## config.mk

```make
export PLATFORM = sky130hd
export DESIGN_NAME = buffer_import_present_tracker
export DESIGN_NICKNAME = d
export VERILOG_FILES = /design/src/hdl/bipt_pkg.sv /design/src/hdl/bipt_ram.sv /design/src/hdl/bipt_ctrl.sv /design/src/hdl/bipt_dp.sv /design/src/hdl/buffer_import_present_tracker.sv
export SDC_FILE = /design/constraint.sdc
export NUM_CORES = 2
export LEC_CHECK = 0
export BUFFER_PORTS_ARGS = -buffer_cell sky130_fd_sc_hd__clkbuf_2
export CAP_MARGIN = 20
export CORE_UTILIZATION = 55
export CTS_CLUSTER_DIAMETER = 120
export CTS_CLUSTER_SIZE = 24
export DETAILED_ROUTE_END_ITERATION = 6
export GPL_TIMING_DRIVEN = 0
export PLACE_DENSITY = 0.76
export SYNTH_ARGS = -nofsm -noshare
export SYNTH_HDL_FRONTEND = slang
export SYNTH_SLANG_ARGS = --single-unit
```

## constraint.sdc

```tcl
create_clock -name clk -period 25.2 [get_ports clk]
set_input_delay 0 -clock clk [delete_from_list [all_inputs] [get_ports clk]]
set_output_delay 0 -clock clk [all_outputs]
set_load 0.005 [all_outputs]
```

## src/hdl/bipt_pkg.sv

```systemverilog
// Shared constants, opcodes and controller interface types for the buffer tracker.
package bipt_pkg;

    localparam int TABLE_ENTRIES_DEF = 16;

    localparam int FUNC_W      = 3;
    localparam int TOKEN_W     = 64;
    localparam int SIZE_W      = 40;
    localparam int PEND_W      = 8;
    localparam int COUNT_OUT_W = 5;
    localparam int CFG_IDX_W   = 2;
    localparam int ENTRY_W     = TOKEN_W + SIZE_W + PEND_W;

    localparam logic [FUNC_W-1:0] FUNC_IMPORT   = 3'd0;
    localparam logic [FUNC_W-1:0] FUNC_RELEASE  = 3'd1;
    localparam logic [FUNC_W-1:0] FUNC_QUEUE    = 3'd2;
    localparam logic [FUNC_W-1:0] FUNC_COMPLETE = 3'd3;
    localparam logic [FUNC_W-1:0] FUNC_CLEAR    = 3'd4;

    localparam logic [CFG_IDX_W-1:0] CFG_MAX_BUFFER  = 2'd0;
    localparam logic [CFG_IDX_W-1:0] CFG_MAX_TOTAL   = 2'd1;
    localparam logic [CFG_IDX_W-1:0] CFG_MAX_PENDING = 2'd2;

    localparam logic [SIZE_W-1:0] MAX_BUFFER_RST  = 40'd67108864;
    localparam logic [SIZE_W-1:0] MAX_TOTAL_RST   = 40'd1073741824;
    localparam logic [PEND_W-1:0] MAX_PENDING_RST = 8'd16;

    typedef struct packed {
        logic load;
        logic scan_rd;
        logic commit;
    } bipt_cmd_t;

    typedef struct packed {
        logic scan_last;
        logic out_busy;
    } bipt_sts_t;

endpackage

```

## src/hdl/bipt_ram.sv

```systemverilog
// Generic single-write, single-read RAM with registered read data.
module bipt_ram #(
    parameter int WIDTH = 8,
    parameter int DEPTH = 16,
    parameter int AW    = (DEPTH > 1) ? $clog2(DEPTH) : 1
) (
    input  logic             clk,
    input  logic             we,
    input  logic [AW-1:0]    waddr,
    input  logic [WIDTH-1:0] wdata,
    input  logic             re,
    input  logic [AW-1:0]    raddr,
    output logic [WIDTH-1:0] rdata
);

    logic [WIDTH-1:0] mem [DEPTH];
    logic [WIDTH-1:0] rdata_reg;

    always_ff @(posedge clk)
    begin
        if (we)
        begin
            mem[waddr] <= wdata;
        end
        if (re)
        begin
            rdata_reg <= mem[raddr];
        end
    end

    assign rdata = rdata_reg;

endmodule

```

## src/hdl/bipt_ctrl.sv

```systemverilog
// Sequencer for one operation: accept, scan the table, decide and post the result.
module bipt_ctrl import bipt_pkg::*; (
    input  logic      clk,
    input  logic      rst_n,
    input  logic      s_tvalid,
    output logic      s_tready,
    input  bipt_sts_t sts,
    output bipt_cmd_t cmd
);

    localparam logic [1:0] ST_IDLE   = 2'd0;
    localparam logic [1:0] ST_SCAN   = 2'd1;
    localparam logic [1:0] ST_LAST   = 2'd2;
    localparam logic [1:0] ST_DECIDE = 2'd3;

    logic [1:0] state_reg;
    logic [1:0] state_next;

    always_comb
    begin
        cmd        = '0;
        state_next = state_reg;
        s_tready   = (state_reg == ST_IDLE);
        unique case (state_reg)
            ST_IDLE:
            begin
                if (s_tvalid)
                begin
                    cmd.load   = 1'b1;
                    state_next = ST_SCAN;
                end
            end
            ST_SCAN:
            begin
                cmd.scan_rd = 1'b1;
                if (sts.scan_last)
                begin
                    state_next = ST_LAST;
                end
            end
            // last entry compares here, straight out of the RAM
            ST_LAST:
            begin
                state_next = ST_DECIDE;
            end
            ST_DECIDE:
            begin
                // hold while the previous result is still waiting
                if (!sts.out_busy)
                begin
                    cmd.commit = 1'b1;
                    state_next = ST_IDLE;
                end
            end
        endcase
    end

    always_ff @(posedge clk or negedge rst_n)
    begin
        if (!rst_n)
        begin
            state_reg <= ST_IDLE;
        end
        else
        begin
            state_reg <= state_next;
        end
    end

endmodule

```

## src/hdl/bipt_dp.sv

```systemverilog
// Datapath: configuration, entry table, key scan, operation checks and result register.
module bipt_dp import bipt_pkg::*; #(
    parameter int TABLE_ENTRIES = TABLE_ENTRIES_DEF
) (
    input  logic                   clk,
    input  logic                   rst_n,
    input  bipt_cmd_t              cmd,
    output bipt_sts_t              sts,
    input  logic [FUNC_W-1:0]      func,
    input  logic [TOKEN_W-1:0]     token,
    input  logic [SIZE_W-1:0]      size_bytes,
    input  logic                   cfg_wr,
    input  logic [CFG_IDX_W-1:0]   cfg_index,
    input  logic [SIZE_W-1:0]      cfg_data,
    input  logic                   m_tready,
    output logic                   out_valid,
    output logic                   accepted,
    output logic [COUNT_OUT_W-1:0] entry_count,
    output logic [SIZE_W-1:0]      total_bytes,
    output logic [PEND_W-1:0]      pending_total
);

    localparam int IDX_W = (TABLE_ENTRIES > 1) ? $clog2(TABLE_ENTRIES) : 1;
    localparam int CNT_W = $clog2(TABLE_ENTRIES + 1);
    localparam logic [IDX_W-1:0] LAST_IDX = IDX_W'(TABLE_ENTRIES - 1);

    // configuration
    logic [SIZE_W-1:0] max_buffer_reg;
    logic [SIZE_W-1:0] max_total_reg;
    logic [PEND_W-1:0] max_pending_reg;

    // operation under work
    logic [FUNC_W-1:0]  func_reg;
    logic [TOKEN_W-1:0] token_reg;
    logic [SIZE_W-1:0]  size_reg;

    // table state
    logic [TABLE_ENTRIES-1:0] valid_reg;
    logic [TABLE_ENTRIES-1:0] valid_next;
    logic [CNT_W-1:0]         count_reg;
    logic [CNT_W-1:0]         count_next;
    logic [SIZE_W-1:0]        sum_bytes_reg;
    logic [SIZE_W-1:0]        sum_bytes_next;
    logic [PEND_W-1:0]        sum_pend_reg;
    logic [PEND_W-1:0]        sum_pend_next;

    // scan
    logic [IDX_W-1:0] scan_addr_reg;
    logic [IDX_W-1:0] cmp_idx_reg;
    logic             cmp_vld_reg;
    logic             match_found_reg;
    logic [IDX_W-1:0] match_idx_reg;
    logic [SIZE_W-1:0] match_size_reg;
    logic [PEND_W-1:0] match_pend_reg;
    logic             free_found_reg;
    logic [IDX_W-1:0] free_idx_reg;

    // entry RAM
    logic               ram_we;
    logic [IDX_W-1:0]   ram_waddr;
    logic [ENTRY_W-1:0] ram_wdata;
    logic [ENTRY_W-1:0] ram_rdata;
    logic [TOKEN_W-1:0] rd_key;
    logic [SIZE_W-1:0]  rd_size;
    logic [PEND_W-1:0]  rd_pend;

    // decision
    logic             ok;
    logic             fits_total;
    logic [CNT_W+COUNT_OUT_W-1:0] count_wide;

    // result register
    logic                   out_valid_reg;
    logic                   accepted_reg;
    logic [COUNT_OUT_W-1:0] entry_count_reg;
    logic [SIZE_W-1:0]      total_bytes_reg;
    logic [PEND_W-1:0]      pending_total_reg;

    bipt_ram #(
        .WIDTH (ENTRY_W),
        .DEPTH (TABLE_ENTRIES)
    ) u_entry_ram (
        .clk   (clk),
        .we    (ram_we),
        .waddr (ram_waddr),
        .wdata (ram_wdata),
        .re    (cmd.scan_rd),
        .raddr (scan_addr_reg),
        .rdata (ram_rdata)
    );

    assign rd_key  = ram_rdata[TOKEN_W-1:0];
    assign rd_size = ram_rdata[TOKEN_W+SIZE_W-1:TOKEN_W];
    assign rd_pend = ram_rdata[ENTRY_W-1:TOKEN_W+SIZE_W];

    assign sts.scan_last = (scan_addr_reg == LAST_IDX);
    assign sts.out_busy  = out_valid_reg && !m_tready;

    always_ff @(posedge clk or negedge rst_n)
    begin
        if (!rst_n)
        begin
            max_buffer_reg  <= MAX_BUFFER_RST;
            max_total_reg   <= MAX_TOTAL_RST;
            max_pending_reg <= MAX_PENDING_RST;
        end
        else if (cfg_wr)
        begin
            unique case (cfg_index)
                CFG_MAX_BUFFER:  max_buffer_reg  <= cfg_data;
                CFG_MAX_TOTAL:   max_total_reg   <= cfg_data;
                CFG_MAX_PENDING: max_pending_reg <= cfg_data[PEND_W-1:0];
                default:         ;
            endcase
        end
    end

    always_ff @(posedge clk)
    begin
        if (cmd.load)
        begin
            func_reg  <= func;
            token_reg <= token;
            size_reg  <= size_bytes;
        end
        cmp_idx_reg <= scan_addr_reg;
    end

    // scan control
    always_ff @(posedge clk or negedge rst_n)
    begin
        if (!rst_n)
        begin
            scan_addr_reg   <= '0;
            cmp_vld_reg     <= 1'b0;
            match_found_reg <= 1'b0;
            free_found_reg  <= 1'b0;
        end
        else
        begin
            cmp_vld_reg <= cmd.scan_rd;
            if (cmd.load)
            begin
                scan_addr_reg   <= '0;
                match_found_reg <= 1'b0;
                free_found_reg  <= 1'b0;
            end
            else
            begin
                if (cmd.scan_rd)
                begin
                    scan_addr_reg <= scan_addr_reg + IDX_W'(1);
                end
                if (cmp_vld_reg)
                begin
                    if (valid_reg[cmp_idx_reg] && (rd_key == token_reg))
                    begin
                        match_found_reg <= 1'b1;
                    end
                    if (!valid_reg[cmp_idx_reg])
                    begin
                        free_found_reg <= 1'b1;
                    end
                end
            end
        end
    end

    // keep the first hit and the lowest free slot
    always_ff @(posedge clk)
    begin
        if (cmp_vld_reg && !cmd.load)
        begin
            if (valid_reg[cmp_idx_reg] && (rd_key == token_reg) && !match_found_reg)
            begin
                match_idx_reg  <= cmp_idx_reg;
                match_size_reg <= rd_size;
                match_pend_reg <= rd_pend;
            end
            if (!valid_reg[cmp_idx_reg] && !free_found_reg)
            begin
                free_idx_reg <= cmp_idx_reg;
            end
        end
    end

    assign fits_total = (size_reg <= max_total_reg) &&
                        (sum_bytes_reg <= (max_total_reg - size_reg));

    always_comb
    begin
        ok             = 1'b0;
        ram_we         = 1'b0;
        ram_waddr      = free_idx_reg;
        ram_wdata      = {{PEND_W{1'b0}}, size_reg, token_reg};
        valid_next     = valid_reg;
        count_next     = count_reg;
        sum_bytes_next = sum_bytes_reg;
        sum_pend_next  = sum_pend_reg;
        unique case (func_reg)
            FUNC_IMPORT:
            begin
                ok = (token_reg != '0) && (size_reg != '0) &&
                     (size_reg <= max_buffer_reg) && fits_total &&
                     !match_found_reg && free_found_reg;
                if (ok)
                begin
                    ram_we                   = 1'b1;
                    valid_next[free_idx_reg] = 1'b1;
                    count_next               = count_reg + CNT_W'(1);
                    sum_bytes_next           = sum_bytes_reg + size_reg;
                end
            end
            FUNC_RELEASE:
            begin
                ok = match_found_reg && (match_pend_reg == '0);
                if (ok)
                begin
                    valid_next[match_idx_reg] = 1'b0;
                    count_next                = count_reg - CNT_W'(1);
                    sum_bytes_next            = sum_bytes_reg - match_size_reg;
                end
            end
            FUNC_QUEUE:
            begin
                ok        = match_found_reg && (sum_pend_reg < max_pending_reg);
                ram_waddr = match_idx_reg;
                ram_wdata = {match_pend_reg + PEND_W'(1), match_size_reg, token_reg};
                if (ok)
                begin
                    ram_we        = 1'b1;
                    sum_pend_next = sum_pend_reg + PEND_W'(1);
                end
            end
            FUNC_COMPLETE:
            begin
                ok = match_found_reg && (match_pend_reg != '0) && (sum_pend_reg != '0);
                ram_waddr = match_idx_reg;
                ram_wdata = {match_pend_reg - PEND_W'(1), match_size_reg, token_reg};
                if (ok)
                begin
                    ram_we        = 1'b1;
                    sum_pend_next = sum_pend_reg - PEND_W'(1);
                end
            end
            FUNC_CLEAR:
            begin
                ok             = 1'b1;
                valid_next     = '0;
                count_next     = '0;
                sum_bytes_next = '0;
                sum_pend_next  = '0;
            end
            default:
            begin
                ok = 1'b0;
            end
        endcase
        ram_we = ram_we && cmd.commit;
    end

    assign count_wide = {{COUNT_OUT_W{1'b0}}, count_next};

    always_ff @(posedge clk or negedge rst_n)
    begin
        if (!rst_n)
        begin
            valid_reg     <= '0;
            count_reg     <= '0;
            sum_bytes_reg <= '0;
            sum_pend_reg  <= '0;
        end
        else if (cmd.commit)
        begin
            valid_reg     <= valid_next;
            count_reg     <= count_next;
            sum_bytes_reg <= sum_bytes_next;
            sum_pend_reg  <= sum_pend_next;
        end
    end

    always_ff @(posedge clk or negedge rst_n)
    begin
        if (!rst_n)
        begin
            out_valid_reg <= 1'b0;
        end
        else if (cmd.commit)
        begin
            out_valid_reg <= 1'b1;
        end
        else if (m_tready)
        begin
            out_valid_reg <= 1'b0;
        end
    end

    always_ff @(posedge clk)
    begin
        if (cmd.commit)
        begin
            accepted_reg      <= ok;
            entry_count_reg   <= count_wide[COUNT_OUT_W-1:0];
            total_bytes_reg   <= sum_bytes_next;
            pending_total_reg <= sum_pend_next;
        end
    end

    assign out_valid     = out_valid_reg;
    assign accepted      = accepted_reg;
    assign entry_count   = entry_count_reg;
    assign total_bytes   = total_bytes_reg;
    assign pending_total = pending_total_reg;

endmodule

```

## src/hdl/buffer_import_present_tracker.sv

```systemverilog
// A result is registered: after its input beat is taken, the key scan (ST_SCAN, ST_LAST) and
// the decide step (ST_DECIDE) run before the commit; a new beat is taken only in ST_IDLE. The key
// scan reads one entry per cycle through the single read port of the entry RAM.
// A waiting result does not block the next beat; only the commit step waits for m_tready.
// Reset (rst_n low, asynchronous) empties the table, zeroes both sums and restores the
// limit registers; entry contents stay undefined and need no clearing pass.
module buffer_import_present_tracker import bipt_pkg::*; #(
    parameter int TABLE_ENTRIES = TABLE_ENTRIES_DEF
) (
    input  logic                 clk,
    input  logic                 rst_n,
    input  logic                 s_tvalid,
    output logic                 s_tready,
    input  logic [103:0]         s_tdata,   // token[63:0], size_bytes[103:64]
    input  logic [FUNC_W-1:0]    s_tuser,   // func[2:0]
    output logic                 m_tvalid,
    input  logic                 m_tready,
    output logic [55:0]          m_tdata,   // entry_count[4:0], total_bytes[44:5],
                                            // pending_total[52:45], zero[55:53]
    output logic [0:0]           m_tuser,   // accepted[0]
    input  logic                 cfg_valid,
    output logic                 cfg_ready,
    input  logic [CFG_IDX_W-1:0] cfg_index,
    input  logic [SIZE_W-1:0]    cfg_data
);

    bipt_cmd_t              cmd;
    bipt_sts_t              sts;
    logic                   accepted;
    logic [COUNT_OUT_W-1:0] entry_count;
    logic [SIZE_W-1:0]      total_bytes;
    logic [PEND_W-1:0]      pending_total;

    assign cfg_ready = 1'b1;

    bipt_ctrl u_ctrl (
        .clk      (clk),
        .rst_n    (rst_n),
        .s_tvalid (s_tvalid),
        .s_tready (s_tready),
        .sts      (sts),
        .cmd      (cmd)
    );

    bipt_dp #(
        .TABLE_ENTRIES (TABLE_ENTRIES)
    ) u_dp (
        .clk           (clk),
        .rst_n         (rst_n),
        .cmd           (cmd),
        .sts           (sts),
        .func          (s_tuser),
        .token         (s_tdata[TOKEN_W-1:0]),
        .size_bytes    (s_tdata[TOKEN_W+SIZE_W-1:TOKEN_W]),
        .cfg_wr        (cfg_valid && cfg_ready),
        .cfg_index     (cfg_index),
        .cfg_data      (cfg_data),
        .m_tready      (m_tready),
        .out_valid     (m_tvalid),
        .accepted      (accepted),
        .entry_count   (entry_count),
        .total_bytes   (total_bytes),
        .pending_total (pending_total)
    );

    assign m_tdata = {3'b000, pending_total, total_bytes, entry_count};
    assign m_tuser = accepted;

endmodule

```

Word level (Yosys, flattened, before mapping) --
Memories as Yosys holds them, arrays and structs flattened. A register that Yosys moved wholly into a read port is not among the register bits. Cells that the tools add are included.
Cells by class: add/subtract/negate cells 10, $mul 0, div/mod/pow operators 0, magnitude comparators 9, eq/ne operators 17, shifts and indexed selects 0, multiplexer cells 46, bitwise logic cells 3, reduce and logical (&&, ||, !) cells 46
Operators by type and width (number):
- 112-bit case mux with 2 select lines | 1
- 40-bit <= comparator | 3
- 40-bit case mux with 3 select lines | 1
- 40-bit 2-to-1 mux | 2
- 40-bit subtractor | 2
- 64-bit == test | 1
- 64-bit nonzero test | 1
- 16-bit case mux with 3 select lines | 1
- 40-bit adder | 1
- 40-bit nonzero test | 1
- 16-bit 2-to-1 mux | 2
- 8-bit case mux with 3 select lines | 1
- 1-bit 2-to-1 mux | 21
- 1-bit logical AND | 18
- 8-bit by 1-bit adder with 8-bit output (second input constant) | 2
- 16-bit AND | 1
- 8-bit 2-to-1 mux | 2
- 16-bit NOT | 1
- 16-bit bitwise OR | 1
- 8-bit nonzero test | 2
- 8-bit by 1-bit subtractor with 8-bit output (second input constant) | 2
- 4-bit by 5-bit less-than comparator with 1-bit output (second input constant) | 3
- 5-bit case mux with 3 select lines | 1
- 2-bit AND reduction | 7
- 30 further kinds | 53
Storage, ports and cells: flip-flop bits (word level) 388, bits in latches 0, memory bits (writable) 1792, memory bits (read-only) 0, bits of input ports 154, logic and storage cells 157, memories 1
Memory list:
- u_dp.u_entry_ram.mem | words 16, width 112, rd ports 1, clocked after Yosys merged registers in 1, wr ports 1, RTL line bipt_ram.sv:16 | logic [WIDTH-1:0] mem [DEPTH];

Logic depth before layout (Yosys ltp) --
depth in word-level cells 11, mapped depth 28

Modules after synthesis --
A second synthesis with hierarchy kept.
Unflattened totals: cell total of the unflattened synthesis 5398, area total of the unflattened synthesis 95480.3 um2
Modules (own cells, without submodules):
- bipt_ram | times used 1, cells each 2864, area each 70291.2 um2
- bipt_dp | times used 1, cells each 2511, area each 24963.9 um2
- bipt_ctrl | times used 1, cells each 17, area each 187.7 um2
- buffer_import_present_tracker | times used 1, cells each 6, area each 37.5 um2

Worst setup path after synthesis --
No wires, ideal clock.
kind register -> register, start point register u_dp.size_reg[1], end point memory u_dp.u_entry_ram.mem[0][0] (netlist name) (enable), setup time 0.585 ns, arrival time 9.963 ns, data required time 24.615 ns, slack 14.652 ns, stages on the path, launching flop included 27, path buffers 1, clock period less this slack 10.548 ns, path through edfxtp_1 inv_1 ha_1 nor2b_1 o21a_1 o21ai_0 a21oi_1 a21oi_1 o211ai_1 a21oi_1 o31a_1 o31ai_1 a21oi_1 xor2_1 ha_1 nand4_2 nor4_2 nand4_1 nand3b_4 or4_4 o31ai_4 o211ai_4 nor3_4 buf_2 o21bai_1 nand4_1 nor2_1
Between the ends: cells in the longest elaborated chain, start to end 11
RTL lines:
- start, declared | RTL line bipt_dp.sv:35 | logic [SIZE_W-1:0] size_reg;
- start signal, assigned | RTL line bipt_dp.sv:124 | size_reg <= size_bytes;
- 40-bit subtractor or 40-bit nonzero test (tied branches) | RTL line bipt_dp.sv:188, bipt_dp.sv:203
- 40-bit <= comparator or 1-bit logical AND (tied branches) | RTL line bipt_dp.sv:188, bipt_dp.sv:203
- 1-bit logical AND, on equally long branches | RTL line bipt_dp.sv:187, bipt_dp.sv:203
- 1-bit logical AND (*) (2 in a row) | RTL line bipt_dp.sv:204 | (size_reg <= max_buffer_reg) && fits_total &&
- 1-bit logical AND (*) | RTL line bipt_dp.sv:205 | !match_found_reg && free_found_reg;
- 1-bit 2-to-1 mux (*) | RTL line bipt_dp.sv:206 | if (ok)
- 1-bit case mux with 3 select lines (*) | RTL line bipt_dp.sv:200 | unique case (func_reg)
- 1-bit logical AND (*) | RTL line bipt_dp.sv:259 | ram_we = ram_we && cmd.commit;
- 1-bit 2-to-1 mux (*) | RTL line bipt_ram.sv:21 | if (we)
- 1-bit 2-to-1 mux (not written as such) (*) | RTL line bipt_ram.sv:23 | mem[waddr] <= wdata;
- end, declared | RTL line bipt_ram.sv:16
Mark *: on every way between the ends. The rest lies on a longest branch, timed or not.

Worst setup path after layout --
start point register u_dp.size_reg[1], end point memory u_dp.u_entry_ram.mem[4][27] (netlist name) (enable)
Same word-level chain as after synthesis.

==> impl_metrics.ini <==
[global_routing]
grt_pass1_vias = 54279
gr-total-overflow = 0
grt_max_degree = 101
grt_use_total_pct = 29.8
initial_antenna_violation_count = 3
first_pass_grt_wire_length_um = 371000

[floorplanning]
die_x_um = 418
die_h_um = 418
top_level_ports = 214
placementRows = 152
floorplan.core_area_sq_um = 172000
floorplan.initialDensity_pct = 55.5
die_area_sq_um = 175000

[worst_setup_path]
setup.worst_path.class = flop to flop
cp_data_required_time_ns = 25.68
timing.critical_path.fanout_max = 17
cp_slowest_cell = sky130_fd_sc_hd__nor2_4
end_kind = flop
critical-path-max-stage-delay_ns = 0.93
critPathLaunchType = flop
timing.critical_path.arrival_ns = 10.72

[placement]
globalplace.congestion = 0.933
placed_area_sq_um = 102000
place_hpwl_um = 173000
port_buffers = 209

[synthesis]
netlist.top_cell.by_area = sky130_fd_sc_hd__edfxtp_1
synth.yosys.seq_area_share_pct = 71.3
synth_edf_count = 2121
synthesis.instances = 5110
yosys-top-cells-area = sky130_fd_sc_hd__edfxtp_1, sky130_fd_sc_hd__mux4_2, sky130_fd_sc_hd__dfrtp_1, sky130_fd_sc_hd__ha_1, sky130_fd_sc_hd__xnor2_1
ys.flop_type = sky130_fd_sc_hd__edfxtp_1
ys.warnings.count = 0
syn_area_sq_um = 95200
synth_top_area_share_pct = 66.9
synth_seq_cells = 2292
async_flop_share_pct = 7.29
yosys.cell_types.count = 92
avgSynthCellArea_sq_um = 18.6

[power_and_ir_drop]
power.sequential.fraction_pct = 49.0
switchingPower_uw = 3110
leakagePower_uw = 0.0362
p_int_uw = 6750
power_per_cell_area_nw_per_um2 = 91.0
clockPowerShare_pct = 19.7
vdd.ir_drop.worst_mv = 0.0741
switching_share_pct = 31.5
power.share.combinational_pct = 31.3

[clock_tree]
cts.clk_slew.worst_paths_ns = 0.10
cts_tree = built
clock_sink_count = 2292
cts_made_buffers = 106
htree_levels = 3
cts_max_path_buffers = 3
clock_insertion_delay_worst_skew_ns = 0.81
ctsRootBufferMaster = sky130_fd_sc_hd__clkbuf_16

[sta]
grt_setup_unrepaired = no
setup_viol = 0
final_period_util_pct = 40.6
finalMaxSlewViolations = 0
layout_min_cycle_time_ns = 10.23
finalHoldViolCount = 0
clock-skew-final_ns = 0.0598
worstMarginPinSlew_ns = 1.18
worst_slew_margin_rel_pct = 21.1
timing.setup.tns_ns = 0
max_freq_mhz = 97.7

[routing]
routed_vias_inst = 6.50
number_of_remaining_drc_errors = 0
drt_first_pass_iters = 6
totalWireLength_um = 260000
routed-via-count = 53614
drt_iter0_drc = 6797
route.antenna.remaining_nets = 0
post_drt_wl_per_cell_um = 31.5

[cells_and_area]
drive_above_1_share_pct = 20.2
nFillCells = 11496
multiInputGateArea_sq_um = 25900
area_growth_pct = 13.7
largest_reg_flops = 1792
regArea_sq_um = 68000
design_area_sq_um = 108000
layout.nets = 6272

[run]
max-cap-violations = 0

[hold_path]
worst_hold_path_type = primary input to flop

[status]
run_status = finished clean
cells in the mapped netlist (all sizes together), types with 41 or more instances:
library cell / number
inv: 176
nand2: 231
a21o: 76
edfxtp: 2121
mux2: 55
nor4: 41
ha: 221
xnor2: 109
buf: 71
nor2: 129
nand4: 50
xor2: 78
o21ai: 223
clkbuf: 142
nand3: 58
dfrtp: 164
a21oi: 186
mux4: 565
final cells by class:
type | instances | area share (%)
sequential | 2292 | 62.7
multi-input combinational | 2429 | 24.0
timing repair buffer | 673 | 6.48
tap | 2310 | 2.67
clock buffer | 138 | 2.58
buffer | 213 | 0.774
inverter | 178 | 0.622
clock inverter | 12 | 0.165
antenna | 2 | 0.00462
power groups by stage:
stage / Sequential (uW) / Combinational [uW] / Clock, uW
2_1_floorplan: 4810 / 1970 / 0
4_1_cts: 4820 / 3000 / 1960
6_report: 4830 / 3090 / 1940
3_3_place_gp: 4930 / 2800 / 0
5_1_grt: 4860 / 3280 / 2080
3_5_place_dp: 4910 / 2930 / 0
placed cells by master (no fill, tap or decap), types with 111 or more instances in the layout:
cell type,n
sky130_fd_sc_hd__dlygate4sd3_1,272
sky130_fd_sc_hd__nor2_1,111
sky130_fd_sc_hd__clkbuf_1,170
sky130_fd_sc_hd__nand2_1,231
sky130_fd_sc_hd__inv_1,175
sky130_fd_sc_hd__o21ai_0,163
sky130_fd_sc_hd__edfxtp_1,2121
sky130_fd_sc_hd__dfrtp_1,164
sky130_fd_sc_hd__ha_1,220
sky130_fd_sc_hd__mux4_2,565
sky130_fd_sc_hd__a21oi_1,185
sky130_fd_sc_hd__clkbuf_2,210
critical path, delay by kind of cell, from the launching register on:
kind,cells,cell delay [ns]
compound gates,12,3.00
buf+inv,6,1.51
flops,1,0.65
xor+xnor,1,0.10
fa+ha+maj,2,0.66
simple gates,9,3.89
kinds of logic after synthesis:
| logic type | count (synthesis) | synth area share (%) |
|---|---|---|
| adders and majority gates | 225 | 2.99 |
| and+or+nand+nor | 647 | 3.28 |
| muxes | 628 | 14.1 |
| buffers and inverters | 391 | 1.58 |
| xor gates and xnor gates | 187 | 1.72 |
| DFF | 2292 | 71.3 |
| other | 2 | 0.00788 |
| AOI/OAI and AO/OA | 738 | 4.99 |
path summary, 6_finish.rpt:
path / to / slack, ns / depth (start not counted) / startpoint
max: u_dp.u_entry_ram.mem[4][27]$_DFFE_PP_ / 14.97 / 30 / u_dp.size_reg[1]$_DFFE_PP_
min: u_dp.max_total_reg[8]$_DFFE_PN0P_ / 0.03 / 3 / cfg_data[8]
max reg2reg: u_dp.u_entry_ram.mem[4][27]$_DFFE_PP_ / 14.97 / 30 / u_dp.size_reg[1]$_DFFE_PP_
min reg2reg: u_dp.cmp_idx_reg[3]$_DFF_P_ / 0.39 / 0 / u_dp.scan_addr_reg[3]$_DFFE_PN0P_
max in group asynchronous: u_dp.valid_reg[8]$_DFFE_PN0P_ / 24.16 / 4 / rst_n
min in group asynchronous: u_dp.max_total_reg[30]$_DFFE_PN1P_ / 0.38 / 3 / rst_n
routing by layer:
metal  track usage [%]  up-vias  share of wire, %  wire, um
met5                 0        -                 0         0
met4              13.8        0               5.2     13400
met3              4.25      562               8.6     22400
met2              49.4     3267                49    128000
met1              39.2    27624                37     96200
li1                  -    22161                 -         -
what timing repair did:
item,in CTS,in global routing
hold buffers,273,0
buffers inserted,0,0
endpoints found under the setup margin,0,0
endpoints found under the hold margin,367,0
resized for setup,0,0
stage by stage:
step	utilization, %	std cells	hold slack, ns	power (uW)	setup slack [ns]
detailed placement	59.4	7784	0.0781	7840	15.16
global route	63.1	8246	0.00555	10200	14.74
global placement	57.8	7631	0.177	7730	6.16
CTS	62.8	8207	0.000927	9780	15.05
finish	63.1	8247	0.0303	9860	14.97
floorplan	-	5112	-0.296	6790	14.65
Power figures use the tool's default switching activity.
